===== src/rtl/core/ascii_coordinate_line_parser_defines.svh =====
// Assertion macros for the ASCII coordinate line parser.
// Included by the RTL files that carry assertions; no dependencies.
`ifndef ASCII_COORDINATE_LINE_PARSER_DEFINES_SVH
`define ASCII_COORDINATE_LINE_PARSER_DEFINES_SVH

`ifndef SYNTHESIS
// Property checked at every clock edge outside of reset.
`define ACLP_ASSERT(lbl, prop, msg) \
   lbl: assert property (@(posedge clock) disable iff (reset) (prop)) else $error(msg);
// Condition in one cycle implies a consequence in the next cycle.
`define ACLP_ASSERT_NEXT(lbl, ante, cons, msg) \
   lbl: assert property (@(posedge clock) disable iff (reset) (ante) |=> (cons)) \
      else $error(msg);
`else
`define ACLP_ASSERT(lbl, prop, msg)
`define ACLP_ASSERT_NEXT(lbl, ante, cons, msg)
`endif

`endif


===== src/rtl/core/aclp_pkg.sv =====
// Shared constants and control types for the ASCII coordinate line parser.
// No dependencies.
package aclp_pkg;

   localparam int DEFAULT_LINE_CHARS = 32;

   localparam logic [7:0] CH_NUL   = 8'h00;
   localparam logic [7:0] CH_LF    = 8'h0A;
   localparam logic [7:0] CH_CR    = 8'h0D;
   localparam logic [7:0] CH_SP    = 8'h20;
   localparam logic [7:0] CH_PLUS  = 8'h2B;
   localparam logic [7:0] CH_COMMA = 8'h2C;
   localparam logic [7:0] CH_MINUS = 8'h2D;
   localparam logic [7:0] CH_ZERO  = 8'h30;
   localparam logic [7:0] CH_NINE  = 8'h39;

   localparam logic [31:0] MAG_CAP = 32'h8000_0000;
   localparam logic [31:0] POS_MAX = 32'h7FFF_FFFF;
   localparam int          NONE_LEN = 4;

   // Commands from the controller to the datapath.
   typedef struct packed {
      logic store;  // append the accepted byte to the line store
      logic start;  // newline accepted: begin a scan of the stored line
      logic step;   // scan in progress: fetch the next character
      logic emit;   // load the output register with the parsed result
   } cmd_type;

   // Status from the datapath to the controller.
   typedef struct packed {
      logic scan_done;  // every stored character has been consumed
      logic result_ok;  // the scanned line gives a result
      logic rsp_free;   // the output register can take a new item
   } status_type;

endpackage


===== src/rtl/core/aclp_datapath.sv =====
// Datapath of the ASCII coordinate line parser: line store, scan pointer,
// syntax recognizer, decimal accumulator and output register. Uses aclp_pkg.
`include "ascii_coordinate_line_parser_defines.svh"

module aclp_datapath #(
   parameter int LINE_CHARS = aclp_pkg::DEFAULT_LINE_CHARS
) (
   input  logic                 clock,
   input  logic                 reset,
   input  logic [7:0]           req_rx_byte,
   input  aclp_pkg::cmd_type    cmd,
   output aclp_pkg::status_type status,
   output logic                 rsp_valid,
   input  logic                 rsp_ready,
   output logic signed [31:0]   rsp_x_offset,
   output logic signed [31:0]   rsp_y_offset,
   output logic                 rsp_target_seen
);

   localparam int IDX_W = $clog2(LINE_CHARS);
   localparam logic [IDX_W-1:0] LAST_IDX = IDX_W'(LINE_CHARS - 1);

   typedef enum logic [8:0] {
      SYN_LEAD  = 9'b0_0000_0001,
      SYN_XSIGN = 9'b0_0000_0010,
      SYN_XDIG  = 9'b0_0000_0100,
      SYN_XSP   = 9'b0_0000_1000,
      SYN_YLEAD = 9'b0_0001_0000,
      SYN_YSIGN = 9'b0_0010_0000,
      SYN_YDIG  = 9'b0_0100_0000,
      SYN_TAIL  = 9'b0_1000_0000,
      SYN_FAIL  = 9'b1_0000_0000
   } syn_state_type;

   function automatic logic [7:0] none_char(input logic [1:0] idx);
      logic [7:0] c;
      case (idx)
         2'd0:    c = 8'h6E;
         2'd1:    c = 8'h6F;
         2'd2:    c = 8'h6E;
         2'd3:    c = 8'h65;
         default: c = aclp_pkg::CH_NUL;
      endcase
      return c;
   endfunction

   // Magnitude and sign to two's complement, clipping the positive side.
   function automatic logic [31:0] to_value(input logic [31:0] mag, input logic neg);
      logic [31:0] v;
      if (neg) begin
         v = 32'd0 - mag;
      end else if (mag > aclp_pkg::POS_MAX) begin
         v = aclp_pkg::POS_MAX;
      end else begin
         v = mag;
      end
      return v;
   endfunction

   logic [7:0]       line_mem [LINE_CHARS];

   logic [IDX_W-1:0] fill_ff, fill_in;
   logic [IDX_W-1:0] scan_len_ff, scan_len_in;
   logic [IDX_W-1:0] rd_ptr_ff, rd_ptr_in;
   logic [7:0]       char_ff;
   logic             char_vld_ff, char_vld_in;
   logic             ended_ff, ended_in;
   syn_state_type    syn_ff, syn_in;
   logic [31:0]      acc_ff, acc_in;
   logic             neg_ff, neg_in;
   logic [31:0]      x_val_ff, x_val_in;
   logic [2:0]       none_cnt_ff, none_cnt_in;
   logic             none_ok_ff, none_ok_in;
   logic             rsp_valid_ff, rsp_valid_in;
   logic [31:0]      rsp_x_ff, rsp_x_in;
   logic [31:0]      rsp_y_ff, rsp_y_in;
   logic             rsp_seen_ff, rsp_seen_in;

   logic             rd_fire;
   logic             is_dig;
   logic [3:0]       dig_full;
   logic [34:0]      acc_next;
   logic [31:0]      acc_sat;
   logic             none_hit;

   assign rd_fire  = cmd.step && (rd_ptr_ff != scan_len_ff);
   assign is_dig   = (char_ff >= aclp_pkg::CH_ZERO) && (char_ff <= aclp_pkg::CH_NINE);
   assign dig_full = 4'(char_ff - aclp_pkg::CH_ZERO);
   assign acc_next = {acc_ff, 3'b000} + {2'b00, acc_ff, 1'b0} + {31'd0, dig_full};
   assign acc_sat  = (acc_next > {3'b000, aclp_pkg::MAG_CAP}) ? aclp_pkg::MAG_CAP
                                                              : acc_next[31:0];
   assign none_hit = none_ok_ff && (none_cnt_ff == 3'(aclp_pkg::NONE_LEN));

   // Line store: one write port for incoming bytes, one registered read for the scan.
   always_ff @(posedge clock) begin
      if (cmd.store && (fill_ff != LAST_IDX)) begin
         line_mem[fill_ff] <= req_rx_byte;
      end
      if (rd_fire) begin
         char_ff <= line_mem[rd_ptr_ff];
      end
   end

   always_comb begin
      fill_in     = fill_ff;
      scan_len_in = scan_len_ff;
      rd_ptr_in   = rd_ptr_ff;
      char_vld_in = rd_fire;
      if (cmd.start) begin
         fill_in     = '0;
         scan_len_in = fill_ff;
         rd_ptr_in   = '0;
         char_vld_in = 1'b0;
      end else begin
         if (cmd.store) begin
            fill_in = (fill_ff == LAST_IDX) ? '0 : fill_ff + 1'b1;
         end
         if (rd_fire) begin
            rd_ptr_in = rd_ptr_ff + 1'b1;
         end
      end
   end

   // Syntax recognizer, fed one character per cycle.
   always_comb begin
      ended_in    = ended_ff;
      syn_in      = syn_ff;
      acc_in      = acc_ff;
      neg_in      = neg_ff;
      x_val_in    = x_val_ff;
      none_cnt_in = none_cnt_ff;
      none_ok_in  = none_ok_ff;
      if (cmd.start) begin
         ended_in    = 1'b0;
         syn_in      = SYN_LEAD;
         acc_in      = '0;
         neg_in      = 1'b0;
         none_cnt_in = '0;
         none_ok_in  = 1'b1;
      end else if (char_vld_ff && !ended_ff) begin
         if (char_ff == aclp_pkg::CH_NUL) begin
            ended_in = 1'b1;
         end else begin
            if (none_cnt_ff == 3'(aclp_pkg::NONE_LEN)) begin
               none_ok_in = 1'b0;
            end else begin
               if (char_ff != none_char(none_cnt_ff[1:0])) begin
                  none_ok_in = 1'b0;
               end
               none_cnt_in = none_cnt_ff + 3'd1;
            end
            case (syn_ff)
               SYN_LEAD, SYN_YLEAD: begin
                  if (char_ff == aclp_pkg::CH_SP) begin
                     syn_in = syn_ff;
                  end else if (char_ff == aclp_pkg::CH_MINUS) begin
                     neg_in = 1'b1;
                     syn_in = (syn_ff == SYN_YLEAD) ? SYN_YSIGN : SYN_XSIGN;
                  end else if (char_ff == aclp_pkg::CH_PLUS) begin
                     syn_in = (syn_ff == SYN_YLEAD) ? SYN_YSIGN : SYN_XSIGN;
                  end else if (is_dig) begin
                     acc_in = acc_sat;
                     syn_in = (syn_ff == SYN_YLEAD) ? SYN_YDIG : SYN_XDIG;
                  end else begin
                     syn_in = SYN_FAIL;
                  end
               end
               SYN_XSIGN, SYN_YSIGN: begin
                  if (is_dig) begin
                     acc_in = acc_sat;
                     syn_in = (syn_ff == SYN_YSIGN) ? SYN_YDIG : SYN_XDIG;
                  end else begin
                     syn_in = SYN_FAIL;
                  end
               end
               SYN_XDIG, SYN_XSP: begin
                  if (is_dig && (syn_ff == SYN_XDIG)) begin
                     acc_in = acc_sat;
                  end else if (char_ff == aclp_pkg::CH_SP) begin
                     syn_in = SYN_XSP;
                  end else if (char_ff == aclp_pkg::CH_COMMA) begin
                     x_val_in = to_value(acc_ff, neg_ff);
                     acc_in   = '0;
                     neg_in   = 1'b0;
                     syn_in   = SYN_YLEAD;
                  end else begin
                     syn_in = SYN_FAIL;
                  end
               end
               SYN_YDIG: begin
                  if (is_dig) begin
                     acc_in = acc_sat;
                  end else if (char_ff == aclp_pkg::CH_SP) begin
                     syn_in = SYN_TAIL;
                  end else begin
                     syn_in = SYN_FAIL;
                  end
               end
               SYN_TAIL: begin
                  if (char_ff != aclp_pkg::CH_SP) begin
                     syn_in = SYN_FAIL;
                  end
               end
               SYN_FAIL: begin
                  syn_in = SYN_FAIL;
               end
               default: begin
                  syn_in = SYN_FAIL;
               end
            endcase
         end
      end
   end

   always_comb begin
      rsp_valid_in = rsp_valid_ff;
      rsp_x_in     = rsp_x_ff;
      rsp_y_in     = rsp_y_ff;
      rsp_seen_in  = rsp_seen_ff;
      if (cmd.emit) begin
         rsp_valid_in = 1'b1;
         if (none_hit) begin
            rsp_x_in    = '0;
            rsp_y_in    = '0;
            rsp_seen_in = 1'b0;
         end else begin
            rsp_x_in    = x_val_ff;
            rsp_y_in    = to_value(acc_ff, neg_ff);
            rsp_seen_in = 1'b1;
         end
      end else if (rsp_ready) begin
         rsp_valid_in = 1'b0;
      end
   end

   always_ff @(posedge clock) begin
      if (reset) begin
         fill_ff      <= '0;
         scan_len_ff  <= '0;
         rd_ptr_ff    <= '0;
         char_vld_ff  <= 1'b0;
         rsp_valid_ff <= 1'b0;
         syn_ff       <= SYN_LEAD;
      end else begin
         fill_ff      <= fill_in;
         scan_len_ff  <= scan_len_in;
         rd_ptr_ff    <= rd_ptr_in;
         char_vld_ff  <= char_vld_in;
         rsp_valid_ff <= rsp_valid_in;
         syn_ff       <= syn_in;
      end
   end

   always_ff @(posedge clock) begin
      ended_ff    <= ended_in;
      acc_ff      <= acc_in;
      neg_ff      <= neg_in;
      x_val_ff    <= x_val_in;
      none_cnt_ff <= none_cnt_in;
      none_ok_ff  <= none_ok_in;
      rsp_x_ff    <= rsp_x_in;
      rsp_y_ff    <= rsp_y_in;
      rsp_seen_ff <= rsp_seen_in;
   end

   assign status.scan_done = (rd_ptr_ff == scan_len_ff) && !char_vld_ff;
   assign status.result_ok = none_hit || (syn_ff == SYN_YDIG) || (syn_ff == SYN_TAIL);
   assign status.rsp_free  = !rsp_valid_ff || rsp_ready;

   assign rsp_valid       = rsp_valid_ff;
   assign rsp_x_offset    = $signed(rsp_x_ff);
   assign rsp_y_offset    = $signed(rsp_y_ff);
   assign rsp_target_seen = rsp_seen_ff;

   `ACLP_ASSERT(a_none_zero, rsp_valid_ff && !rsp_seen_ff |-> rsp_x_ff == 32'd0 && rsp_y_ff == 32'd0, "absent target with nonzero coordinates")
   `ACLP_ASSERT(a_scan_bound, rd_ptr_ff <= scan_len_ff, "scan pointer ran past the line length")
   `ACLP_ASSERT_NEXT(a_start_clears, cmd.start, fill_ff == '0 && syn_ff == SYN_LEAD && !char_vld_ff, "scan start did not reset the line")

endmodule


===== src/rtl/core/aclp_controller.sv =====
// Controller of the ASCII coordinate line parser: accepts bytes, runs the
// line scan and hands the result to the output register. Uses aclp_pkg.
`include "ascii_coordinate_line_parser_defines.svh"

module aclp_controller (
   input  logic                 clock,
   input  logic                 reset,
   input  logic                 req_valid,
   output logic                 req_ready,
   input  logic [7:0]           req_rx_byte,
   input  aclp_pkg::status_type status,
   output aclp_pkg::cmd_type    cmd
);

   typedef enum logic [2:0] {
      CTL_IDLE = 3'b001,
      CTL_SCAN = 3'b010,
      CTL_EMIT = 3'b100
   } ctl_state_type;

   ctl_state_type state_ff, state_in;
   logic          accept;

   assign accept = req_valid && req_ready;

   always_comb begin
      state_in  = state_ff;
      req_ready = 1'b0;
      cmd       = '0;
      case (state_ff)
         CTL_IDLE: begin
            req_ready = 1'b1;
            if (accept) begin
               if (req_rx_byte == aclp_pkg::CH_LF) begin
                  cmd.start = 1'b1;
                  state_in  = CTL_SCAN;
               end else if (req_rx_byte != aclp_pkg::CH_CR) begin
                  cmd.store = 1'b1;
               end
            end
         end
         CTL_SCAN: begin
            cmd.step = 1'b1;
            if (status.scan_done) begin
               state_in = status.result_ok ? CTL_EMIT : CTL_IDLE;
            end
         end
         CTL_EMIT: begin
            if (status.rsp_free) begin
               cmd.emit = 1'b1;
               state_in = CTL_IDLE;
            end
         end
         default: begin
            state_in = CTL_IDLE;
         end
      endcase
   end

   always_ff @(posedge clock) begin
      if (reset) begin
         state_ff <= CTL_IDLE;
      end else begin
         state_ff <= state_in;
      end
   end

   `ACLP_ASSERT(a_emit_free, cmd.emit |-> status.rsp_free, "result loaded over a pending item")
   `ACLP_ASSERT_NEXT(a_start_scans, cmd.start, state_ff == CTL_SCAN, "newline did not start a scan")

endmodule


===== src/rtl/core/ascii_coordinate_line_parser.sv =====
// ASCII coordinate line parser. Ordinary bytes are taken one per cycle and
// the block stays ready for them. A newline starts a scan of the stored
// line, one character per cycle from the line store's read port; input is
// held off during the scan and while the result waits to be loaded into the
// output register. A line that does not parse gives no result.
// Synchronous active-high reset empties the line and clears the output valid.
module ascii_coordinate_line_parser #(
   parameter int LINE_CHARS = aclp_pkg::DEFAULT_LINE_CHARS
) (
   input  logic               clock,
   input  logic               reset,
   input  logic               req_valid,
   output logic               req_ready,
   input  logic [7:0]         req_rx_byte,
   output logic               rsp_valid,
   input  logic               rsp_ready,
   output logic signed [31:0] rsp_x_offset,
   output logic signed [31:0] rsp_y_offset,
   output logic               rsp_target_seen
);

   // The controller decides when bytes are stored and when the stored line
   // is scanned; it sees the input byte only to tell newline and carriage
   // return apart from text. Carriage returns are accepted and dropped.
   aclp_pkg::cmd_type    cmd;
   aclp_pkg::status_type status;

   aclp_controller u_controller (
      .clock       (clock),
      .reset       (reset),
      .req_valid   (req_valid),
      .req_ready   (req_ready),
      .req_rx_byte (req_rx_byte),
      .status      (status),
      .cmd         (cmd)
   );

   // The datapath holds up to LINE_CHARS - 1 characters. A byte that arrives
   // when the store is full is dropped and the line restarts empty. During the
   // scan a recognizer walks the text, stopping at a zero byte, and accepts
   // either the word "none" or two signed decimals separated by a comma with
   // optional spaces. Decimal magnitudes saturate at the 32-bit limits. The
   // result sits in an output register so that new bytes are taken while it
   // waits to be read.
   aclp_datapath #(
      .LINE_CHARS (LINE_CHARS)
   ) u_datapath (
      .clock           (clock),
      .reset           (reset),
      .req_rx_byte     (req_rx_byte),
      .cmd             (cmd),
      .status          (status),
      .rsp_valid       (rsp_valid),
      .rsp_ready       (rsp_ready),
      .rsp_x_offset    (rsp_x_offset),
      .rsp_y_offset    (rsp_y_offset),
      .rsp_target_seen (rsp_target_seen)
   );

endmodule

===== config.mk =====
export PLATFORM = sky130hd
export DESIGN_NAME = ascii_coordinate_line_parser
export DESIGN_NICKNAME = d
export VERILOG_FILES = /design/src/rtl/core/aclp_pkg.sv /design/src/rtl/core/aclp_datapath.sv /design/src/rtl/core/aclp_controller.sv /design/src/rtl/core/ascii_coordinate_line_parser.sv
export VERILOG_INCLUDE_DIRS = /design/src /design/src/rtl/core
export SDC_FILE = /design/constraint.sdc
export NUM_CORES = 1
export LEC_CHECK = 0
export ABC_AREA = 1
export BUFFER_PORTS_ARGS = -buffer_cell sky130_fd_sc_hd__buf_2
export CORE_MARGIN = 8
export CORE_UTILIZATION = 55
export CTS_CLUSTER_SIZE = 20
export DETAILED_ROUTE_END_ITERATION = 6
export MAX_ROUTING_LAYER = met4
export PLACE_DENSITY_LB_ADDON = 0.15
export SETUP_SLACK_MARGIN = 0.05
export SLEW_MARGIN = 0
export SYNTH_ARGS = -nofsm -noshare
export SYNTH_HDL_FRONTEND = slang
export SYNTH_SLANG_ARGS = --single-unit

===== constraint.sdc =====
create_clock -name clock -period 14.5 [get_ports clock]
set_input_delay 3.625 -clock clock [delete_from_list [all_inputs] [get_ports clock]]
set_output_delay 3.625 -clock clock [all_outputs]
set_load 0.05 [all_outputs]

==> impl_metrics.py, run 1 <==
metrics = {
    "finish": {
        "final_common_cell": "nand2_1",
        "design_area_sq_um": 23400,
        "drive_gt1_share_pct": 8.31,
        "syn_to_final_growth_pct": 9.57,
        "layout_common_cells": "nand2_1 (431), edfxtp_1 (361), nor2_1 (321)",
        "fillCellCount": 3310,
        "fin_nets": 2439,
        "multi_input_area_sq_um": 7760,
        "regArea_sq_um": 12200,
    },
    "timing": {
        "setup_viol": 0,
        "tns_ns": 0,
        "period_minus_slack_ns": 6.63,
        "slew_headroom_pct": 28.5,
        "fmax_mhz": 151,
        "fin_worst_skew_ns": 0.0144,
        "tightest_slew_ns": 1.06,
        "report.final.slew_viol_count": 0,
        "fin_crit_sh_pct": 45.7,
        "whs_ns": 0.474,
        "rsz0062_at_grt": "false",
        "hold_viol": 0,
    },
    "routing": {
        "route.detailed.drc": 0,
        "first_pass_iters": 6,
        "routed_wl_microns": 55800,
        "via_per_inst": 5.72,
        "wire_per_inst_microns": 19.2,
        "drt_iter0_drc": 1684,
        "vias": 16600,
        "ant_nets": 0,
    },
    "logic_synthesis": {
        "synth_top_area_cell": "edfxtp_1",
        "ys_types": 52,
        "syn_inst": 2305,
        "yosys_warnings": 0,
        "netlist_top_cells_area": "edfxtp_1 (51%), nand2_1 (7.6%), dfxtp_1 (6.3%)",
        "yosys_register_bits": 428,
        "netlist.area_leader.share_pct": 50.7,
        "synth_nets": 2393,
        "syn_avg_cell_area_sq_um": 9.28,
        "syn_area_sq_um": 21400,
        "seq_area_frac_synth_pct": 56.9,
    },
    "place": {
        "hpwlAfterDp_microns": 38700,
        "gp_congestion": 0.935,
        "port_buffers": 78,
        "dpl_cell_area_sq_um": 22100,
    },
    "die": {
        "num_rows": 72,
        "core_area_sq_um": 38600,
        "initial_utilization_pct": 55.5,
        "die_w_microns": 213,
        "die_h_microns": 213,
        "io_pins": 79,
        "dieArea_sq_um": 45500,
    },
    "power": {
        "leakage_nw": 9.40,
        "p_per_area_nw_per_um2": 145,
        "power_w": 0.00339,
        "vdd_drop_max_v": 0.000104,
    },
    "global_route": {
        "grt_util_all_layers_pct": 25.2,
        "antenna_found_initial": 1,
        "grt.overflow.total": 0,
        "first_global_vias": 16200,
        "grt_max_degree": 109,
        "grt_pass1_wl_microns": 87200,
    },
    "clocking": {
        "clk_pin_slew_ns": 0.06,
        "cts_resized": 0,
        "cts_tree": "built",
        "clk_latency_ns": 0.55,
        "cts_htree_levels": 2,
        "post_cts_buffers": 0,
        "clk_path_buf_depth": 3,
        "cts-buffers-inserted": 43,
        "cts_hold_repair.buffers": 0,
        "clock-sinks": 428,
        "ctsRootBufferMaster": "clkbuf_16",
    },
    "outcome": {
        "status": "finished, final reports clean",
    },
    "setup_path": {
        "cp.required_ns": 14.67,
        "crit_arrival_ns": 6.80,
        "cp-end-kind": "register",
        "startpoint_type": "input pin",
        "crit_fanout": 33,
        "path_class": "in -> reg",
    },
    "worst_hold_path": {
        "worstHoldPathType": "reg -> reg",
    },
    "job": {
        "drv_cap": 0,
    },
}
==> cell families (layout without fill, tap and decap cells) <==
family / Yosys count / in the layout / synth area share [%]
DFF: 428 / 428 / 56.9
buffers and inverters: 373 / 450 / 6.90
other: 0 / 1 / 0
adders and majority gates: 76 / 76 / 4.51
AOI/OAI and AO/OA: 404 / 404 / 10.8
xor gates and xnor gates: 31 / 31 / 1.27
and+or+nand+nor: 993 / 993 / 19.6
==> where the power goes <==
| group | switching, W | internal, W | leakage (nW) |
|---|---|---|---|
| sequential | 0.0000424 | 0.00136 | 3.69 |
| combinational | 0.000671 | 0.000279 | 5.08 |
| clock | 0.000451 | 0.000590 | 0.625 |
| total | 0.00116 | 0.00223 | 9.40 |
==> routing by layer <==
layer / global-route usage [%] / vias to the layer above / routed length, microns / part of all wire (%)
met2: 42.8 / 672 / 27500 / 49
met5: - / - / 0 / 0
met4: 9.93 / 0 / 2180 / 3.9
met3: 4.07 / 139 / 3820 / 6.8
li1: - / 7955 / - / -
met1: 29.9 / 7837 / 22400 / 40
==> final cells by class <==
class / instances / area share [%]
Antenna cell: 1 / 0.0107
Sequential cell: 428 / 52.0
Tap cell: 518 / 2.76
Inverter: 284 / 4.55
Multi-Input combinational cell: 1504 / 33.1
Timing Repair Buffer: 90 / 2.05
Clock inverter: 18 / 0.656
Clock buffer: 58 / 4.87
==> synthesized netlist by cell type (all sizes together) <==
master,n
fa,2
o221ai,24
clkinv,4
nand2,443
o31ai,2
nor3,35
or2,2
a211oi,14
or3,1
nor2,336
o21a,3
a32oi,1
xor2,17
buf,19
o21bai,2
nand4,28
o311ai,1
o22ai,40
nand3b,3
nor4,19
a21o,1
a221oi,1
clkbuf,70
o211a,1
ha,74
nand3,121
a21boi,1
a31oi,4
dfxtp,67
o2111ai,2
xnor2,14
o21ai,185
inv,280
edfxtp,361
a21oi,111
and2,5
o211ai,11
==> critical path, stage by stage <==
cell and delay, ns:
buf_2 0.63, inv_1 0.15, nand2_1 0.11, nor3_1 0.05, nand2_1 0.18, inv_1 0.08
a211oi_1 0.16, inv_1 0.14, nor2_1 0.40, nand2_1 0.52, nor2_1 0.71
==> metrics by stage <==
| stage | utilization, % | setup WS [ns] | instances |
|---|---|---|---|
| finish | 60.8 | 7.87 | 2901 |
| global route | 60.8 | 7.62 | 2901 |
| CTS | 60.8 | 7.97 | 2900 |
| detailed placement | 57.4 | 7.46 | 2824 |
| global placement | 57.4 | 7.51 | 2824 |
| floorplan | - | 4.03 | 2305 |
==> flip-flops by register name, indices dropped and copies added, names as in the netlist, 5 cells and up <==
register / count
u_datapath.rsp_y_offset: 32
u_datapath.scan_len_ff: 5
u_datapath.line_mem: 256
u_datapath.rsp_x_offset: 32
u_datapath.acc_ff: 32
u_datapath.char_ff: 8
u_datapath.fill_ff: 5
u_datapath.syn_ff: 9
u_datapath.x_val_ff: 32
u_datapath.rd_ptr_ff: 5
==> final timing paths <==
kind	start	to	slack, ns	cells past startpoint
worst min-delay path	u_datapath.ended_ff	u_datapath.ended_ff	0.47	2
worst max register to register	u_datapath.acc_ff[2]	u_datapath.acc_ff[31]	10.48	17
worst min register to register	u_datapath.ended_ff	u_datapath.ended_ff	0.47	2
worst max-delay path	req_rx_byte[0]	u_datapath.line_mem[21][3]	7.87	11
Note: power is estimated with default switching activity, not from simulation.
==> run 2, diff against run 1 <==
Settings changed: ABC_AREA 1 to 0.
Clock period 14.5 ns to 6.8 ns, I/O delays scaled along.
==> run 2 against run 1 <==
- total power is 63% higher
- sequential share of layout area grew 3.5 points
- synthesized area shrank 8.3%
- critical path type unchanged
- highest routed layer unchanged
==> impl_metrics.py, run 2 <==
metrics = {
    "outcome": {
        "status": "finished, final reports clean",
    },
    "die": {
        "dieArea_sq_um": 42000,
        "io_pins": 79,
        "core_area_sq_um": 35300,
        "die_w_microns": 205,
        "initial_utilization_pct": 55.6,
        "num_rows": 69,
        "die_h_microns": 205,
    },
    "timing": {
        "report.final.slew_viol_count": 0,
        "fin_crit_sh_pct": 69.4,
        "setup_viol": 0,
        "period_minus_slack_ns": 4.72,
        "slew_headroom_pct": 29.7,
        "tightest_slew_ns": 1.03,
        "fmax_mhz": 212,
        "fin_worst_skew_ns": 0.0383,
        "rsz0062_at_grt": "false",
        "tns_ns": 0,
        "hold_viol": 0,
    },
    "logic_synthesis": {
        "netlist.area_leader.share_pct": 55.3,
        "synth-main-ff-cell": "edfxtp_1",
        "netlist_top_cells_area": "edfxtp_1 (55%), mux4_2 (9.2%), dfxtp_1 (6.8%)",
        "syn_avg_cell_area_sq_um": 13.9,
        "synth_top_area_cell": "edfxtp_1",
        "yosys_register_bits": 428,
        "ys_types": 65,
        "synthArstFlopShare_pct": 0,
        "synth_most_common_cell": "edfxtp_1",
        "seq_area_frac_synth_pct": 62.1,
        "syn_inst": 1416,
        "synth_nets": 1504,
        "synthTopCellsByCount": "edfxtp_1 (361), nand2_1 (107), nor2_1 (102), mux4_2 (80), a21oi_1 (77)",
        "synth_edf_count": 361,
        "yosys_warnings": 0,
        "syn_area_sq_um": 19600,
    },
    "clocking": {
        "cts_resized": 0,
        "ctsRootBufferMaster": "clkbuf_16",
        "clock-sinks": 428,
        "cts_tree": "built",
        "post_cts_buffers": 0,
        "cts_hold_repair.buffers": 0,
        "clk_latency_ns": 0.56,
        "cts_htree_levels": 2,
        "cts-buffers-inserted": 43,
        "clk_path_buf_depth": 3,
        "clk_pin_slew_ns": 0.06,
    },
    "routing": {
        "wire_per_inst_microns": 21.0,
        "routed_wl_microns": 41700,
        "via_per_inst": 5.95,
        "first_pass_iters": 5,
        "route.detailed.drc": 0,
        "vias": 11800,
        "drt_iter0_drc": 838,
        "ant_nets": 0,
    },
    "finish": {
        "drive_gt1_share_pct": 17.6,
        "design_area_sq_um": 22000,
        "fin_cells": 1981,
        "largest_reg_flops": 256,
        "final_common_cell": "edfxtp_1",
        "syn_to_final_growth_pct": 11.9,
        "fillCellCount": 2641,
        "fin_nets": 1576,
        "final_util_pct": 62.2,
        "regMostFlops": "u_datapath.line_mem",
        "layout_common_cells": "edfxtp_1 (361), nand2_1 (107), nor2_1 (102)",
    },
    "power": {
        "intPower_w": 0.00439,
        "combPwrFrac_pct": 3.7,
        "p_switching_w": 0.00116,
        "power_w": 0.00555,
        "swShare_pct": 20.8,
        "p_per_area_nw_per_um2": 253,
        "leakage_nw": 8.07,
        "pwr-share-seq_pct": 52.1,
        "p_clk_share_pct": 44.2,
        "vdd_drop_max_v": 0.000252,
    },
    "worst_hold_path": {
        "worstHoldPathType": "reg -> reg",
    },
    "place": {
        "gp_congestion": 0.909,
        "dpl_cell_area_sq_um": 20500,
        "port_buffers": 78,
        "hpwlAfterDp_microns": 27800,
        "dp.cells": 1904,
    },
    "job": {
        "drv_cap": 0,
    },
    "setup_path": {
        "crit_buf_inv": 1,
        "critical_path.max_stage_delay_ns": 0.88,
        "cp.required_ns": 7.23,
        "cpLargestDelayFamily": "simple AND/OR/NAND/NOR gates",
        "path_class": "in -> reg",
        "cp-end-kind": "register",
        "crit_arrival_ns": 5.14,
        "startpoint_type": "input pin",
        "cp_slowest_cell": "a2111oi_0",
        "path_cells": "buf_2 > nor2_1 > and3_1 > nand4_1 > nand2_1 > a2111oi_0 > nand3_1 > o31ai_1",
        "crit_fanout": 34,
    },
    "global_route": {
        "grt.overflow.total": 0,
        "antenna_found_initial": 1,
        "grt_util_all_layers_pct": 20.7,
        "grt_max_degree": 69,
        "first_global_vias": 11800,
        "grt_pass1_wl_microns": 66100,
    },
}
==> run 2: logic make-up (layout without fill, tap and decap cells) <==
| group | after synthesis | count (layout) | share of synthesized area (%) |
|---|---|---|---|
| other | 0 | 1 | 0 |
| multiplexers | 107 | 107 | 10.6 |
| flip-flops | 428 | 428 | 62.1 |
| AND/OR/NAND/NOR | 448 | 448 | 11.5 |
| adder cells (fa/ha/maj) | 76 | 76 | 4.92 |
| AO/OA/AOI/OAI | 233 | 233 | 7.47 |
| buffers and inverters | 85 | 188 | 1.63 |
| XOR/XNOR | 39 | 39 | 1.74 |
==> run 2: worst reg2reg max path, stage by stage, from the launching register on <==
cell and delay, ns:
dfxtp_1 0.51, inv_1 0.16, fa_1 0.61, inv_1 0.06
ha_1 0.30, a211oi_1 0.33, o211ai_1 0.21, a32oi_1 0.36
a311oi_1 0.21, o21a_1 0.20, nor2_1 0.12, xnor2_1 0.09
buf_4 0.21, nand4b_1 0.62, o21ai_1 0.34
==> run 2: metal layers <==
metal	GRT usage, %	vias to the layer above	share of wire (%)	routed length [microns]
li1	-	5591	-	-
met1	25.9	5822	42	17400
met2	34.9	310	51	21100
met3	2.80	73	5.1	2130
met4	6.28	0	2.7	1120
met5	-	-	0	0
==> run 2: cell type report <==
class,count,area (sq um),area share [%]
Sequential cell,428,12200,55.5
Multi-Input combinational cell,903,7140,32.5
Clock buffer,48,1120,5.08
Tap cell,461,577,2.63
Timing Repair Buffer,90,480,2.19
Clock inverter,28,370,1.69
Inverter,22,82.6,0.376
Antenna cell,1,2.50,0.0114
==> run 2: path summary, 6_finish.rpt <==
path | from | endpoint | slack (ns) | cells past startpoint
max | req_rx_byte[0] | u_datapath.acc_ff[4] | 2.08 | 8
min | u_datapath.ended_ff | u_datapath.ended_ff | 0.47 | 2
max reg2reg | u_datapath.acc_ff[0] | u_datapath.acc_ff[26] | 2.39 | 14
min reg2reg | u_datapath.ended_ff | u_datapath.ended_ff | 0.47 | 2
==> run 2: power by group through the flow <==
stage,Combinational [W],Sequential (W),Clock [W]
floorplan,0.000125,0.00294,0
global placement,0.000199,0.00295,0
detailed placement,0.000202,0.00295,0
CTS,0.000203,0.00289,0.00250
global route,0.000220,0.00289,0.00259
finish,0.000203,0.00289,0.00245
==> run 2: stage by stage <==
step / setup slack (ns) / hold WS [ns]
4_1_cts: 2.04 / 0.470
3_5_place_dp: 1.51 / 0.462
2_1_floorplan: 0.956 / 0.437
3_3_place_gp: 1.71 / 0.451
6_report: 2.08 / 0.468
5_1_grt: 1.80 / 0.499
==> run 3, diff against run 2 <==
Settings changed: ABC_AREA 0 to 1.
Clock period 6.8 ns to 4.4 ns, I/O delays scaled along.
==> run 3 against run 2 <==
- combinational power rose to 15 times the previous value
- register-to-register slack worse by 1.6 ns
- critical path depth up 8
- largest cell class unchanged
- first-iteration DRC count up 89%
- sequential share of layout area down 4.3 points
- cell count up 49%
- core utilization down 0.41 points
- clock-buffer cell count up 12
- clock skew down 0.012 ns
- die area up 8.4%
- non-clock buffer count up 37
- highest routed layer unchanged
==> impl_metrics.py, run 3 (synthesis results as in run 1) <==
metrics = {
    "timing": {
        "fmax_mhz": 276,
        "report.final.slew_viol_count": 0,
        "slew_headroom_pct": 22.7,
        "timing.final.ws_setup_ns": 0.773,
        "hold_viol": 0,
        "tightest_slew_ns": 1.16,
        "rsz0062_at_grt": "false",
        "whs_ns": 0.471,
        "fin_crit_sh_pct": 82.4,
        "setup_viol": 0,
        "fin_worst_skew_ns": 0.0267,
        "period_minus_slack_ns": 3.63,
        "tns_ns": 0,
    },
    "place": {
        "dpl_cell_area_sq_um": 22400,
        "dp_slack_ns": 0.592,
        "hpwlAfterDp_microns": 39100,
        "port_buffers": 78,
        "gp_congestion": 0.971,
    },
    "setup_path": {
        "crit_start": "u_datapath.acc_ff[0]",
        "worst_r2r_startpoint": "u_datapath.acc_ff[0]",
        "startpoint_type": "register",
        "path_class": "reg -> reg",
        "crit_fanout": 32,
        "crit_arrival_ns": 4.09,
        "cp-end-kind": "register",
        "cp.required_ns": 4.86,
    },
    "routing": {
        "met2_length_microns": 28000,
        "wire_per_inst_microns": 18.8,
        "met1_length_microns": 22100,
        "route.detailed.drc": 0,
        "wl_met3_microns": 3000,
        "routed_wl_microns": 55400,
        "drt_iter0_drc": 1580,
        "via_per_inst": 5.62,
        "first_pass_iters": 6,
        "ant_nets": 0,
        "vias": 16500,
        "top_layer": "met4",
    },
    "power": {
        "leakage_nw": 9.64,
        "power_w": 0.0113,
        "p_per_area_nw_per_um2": 476,
        "vdd_drop_max_v": 0.000400,
    },
    "global_route": {
        "first_global_vias": 16000,
        "grt_max_degree": 99,
        "grt.overflow.total": 0,
        "grt_util_all_layers_pct": 25.0,
        "antenna_found_initial": 0,
        "grt_pass1_wl_microns": 86500,
    },
    "clocking": {
        "cts_hold_repair.buffers": 0,
        "cts_tree": "built",
        "clk_pin_slew_ns": 0.06,
        "clock-sinks": 428,
        "cts_resized": 0,
        "cts-buffers-inserted": 44,
        "clk_latency_ns": 0.57,
        "post_cts_buffers": 0,
        "clk_path_buf_depth": 3,
        "cts_htree_levels": 2,
        "ctsRootBufferMaster": "clkbuf_16",
    },
    "finish": {
        "regMostFlops": "u_datapath.line_mem",
        "largest_reg_flops": 256,
        "fin_nets": 2477,
        "drive_gt1_share_pct": 9.94,
        "syn_to_final_growth_pct": 11.3,
        "layout_common_cells": "nand2_1 (431), edfxtp_1 (361), nor2_1 (321)",
        "antenna_cells": 0,
        "fillCellCount": 3319,
        "design_area_sq_um": 23800,
        "final_common_cell": "nand2_1",
    },
    "die": {
        "die_h_microns": 213,
        "io_pins": 79,
        "core_area_sq_um": 38600,
        "die_w_microns": 213,
        "num_rows": 72,
        "initial_utilization_pct": 55.5,
        "dieArea_sq_um": 45500,
    },
    "worst_hold_path": {
        "worstHoldPathType": "reg -> reg",
        "hold_start": "u_datapath.ended_ff",
    },
    "job": {
        "drv_cap": 0,
    },
    "outcome": {
        "status": "finished, final reports clean",
    },
}
==> run 3: cell types whose count changed in the layout (fill, tap and decap cells not counted), moves of 64 or more <==
| cell | before | now |
|---|---|---|
| and2_1 | 69 | 5 |
| inv_1 | 22 | 274 |
| mux4_2 | 80 | 0 |
| nand2_1 | 107 | 431 |
| nand3_1 | 25 | 116 |
| nor2_1 | 102 | 321 |
| o21ai_0 | 29 | 180 |
==> run 3: path summary, 6_finish.rpt <==
check | endpoint | slack, ns | cells after the start
worst max-delay path | u_datapath.acc_ff[25] | 0.77 | 16
worst min-delay path | u_datapath.ended_ff | 0.47 | 2
worst max register to register | u_datapath.acc_ff[25] | 0.77 | 16
worst min register to register | u_datapath.ended_ff | 0.47 | 2
==> run 3: area by class of cell <==
cell class | count | area [sq um] | share of cell area [%]
flip-flops and latches | 428 | 12200 | 51.2
multi-input cells | 1504 | 7770 | 32.6
clock buffers | 60 | 1210 | 5.09
inverters | 284 | 1070 | 4.48
repair buffers | 127 | 758 | 3.18
well taps | 518 | 648 | 2.72
clock inverters | 22 | 174 | 0.730
==> run 3: critical path, stage by stage, from the launching register on <==
cell and delay [ns]:
dfxtp_1 0.38, inv_1 0.15, fa_1 0.62, inv_1 0.06, ha_1 0.30, nand3_1 0.10, nand3_2 0.10, nand2_1 0.08
nand2_1 0.11, nand3_1 0.11, nand3_1 0.11, a21oi_1 0.19, xor2_1 0.15, nand2_1 0.10, nor2_4 0.58, nand3_1 0.19
a21oi_1 0.20
==> run 3: layer usage <==
| layer | vias up | track usage, % |
|---|---|---|
| li1 | 8020 | - |
| met1 | 7818 | 29.5 |
| met2 | 558 | 43.5 |
| met3 | 140 | 2.79 |
| met4 | 0 | 9.93 |
| met5 | - | - |
==> run 3: report_power, final <==
| group | internal, W | switching [W] | leakage, nW | total, W |
|---|---|---|---|---|
| clock | 0.00201 | 0.00156 | 0.677 | 0.00357 |
| sequential | 0.00448 | 0.000138 | 3.69 | 0.00462 |
| combinational | 0.000941 | 0.00220 | 5.27 | 0.00314 |
| total | 0.00743 | 0.00390 | 9.64 | 0.0113 |
==> run 3: per-stage QoR <==
stage	utilization (%)	instances
floorplan	-	2305
global placement	58.2	2861
detailed placement	58.2	2861
CTS	61.8	2943
global route	61.8	2943
finish	61.8	2943
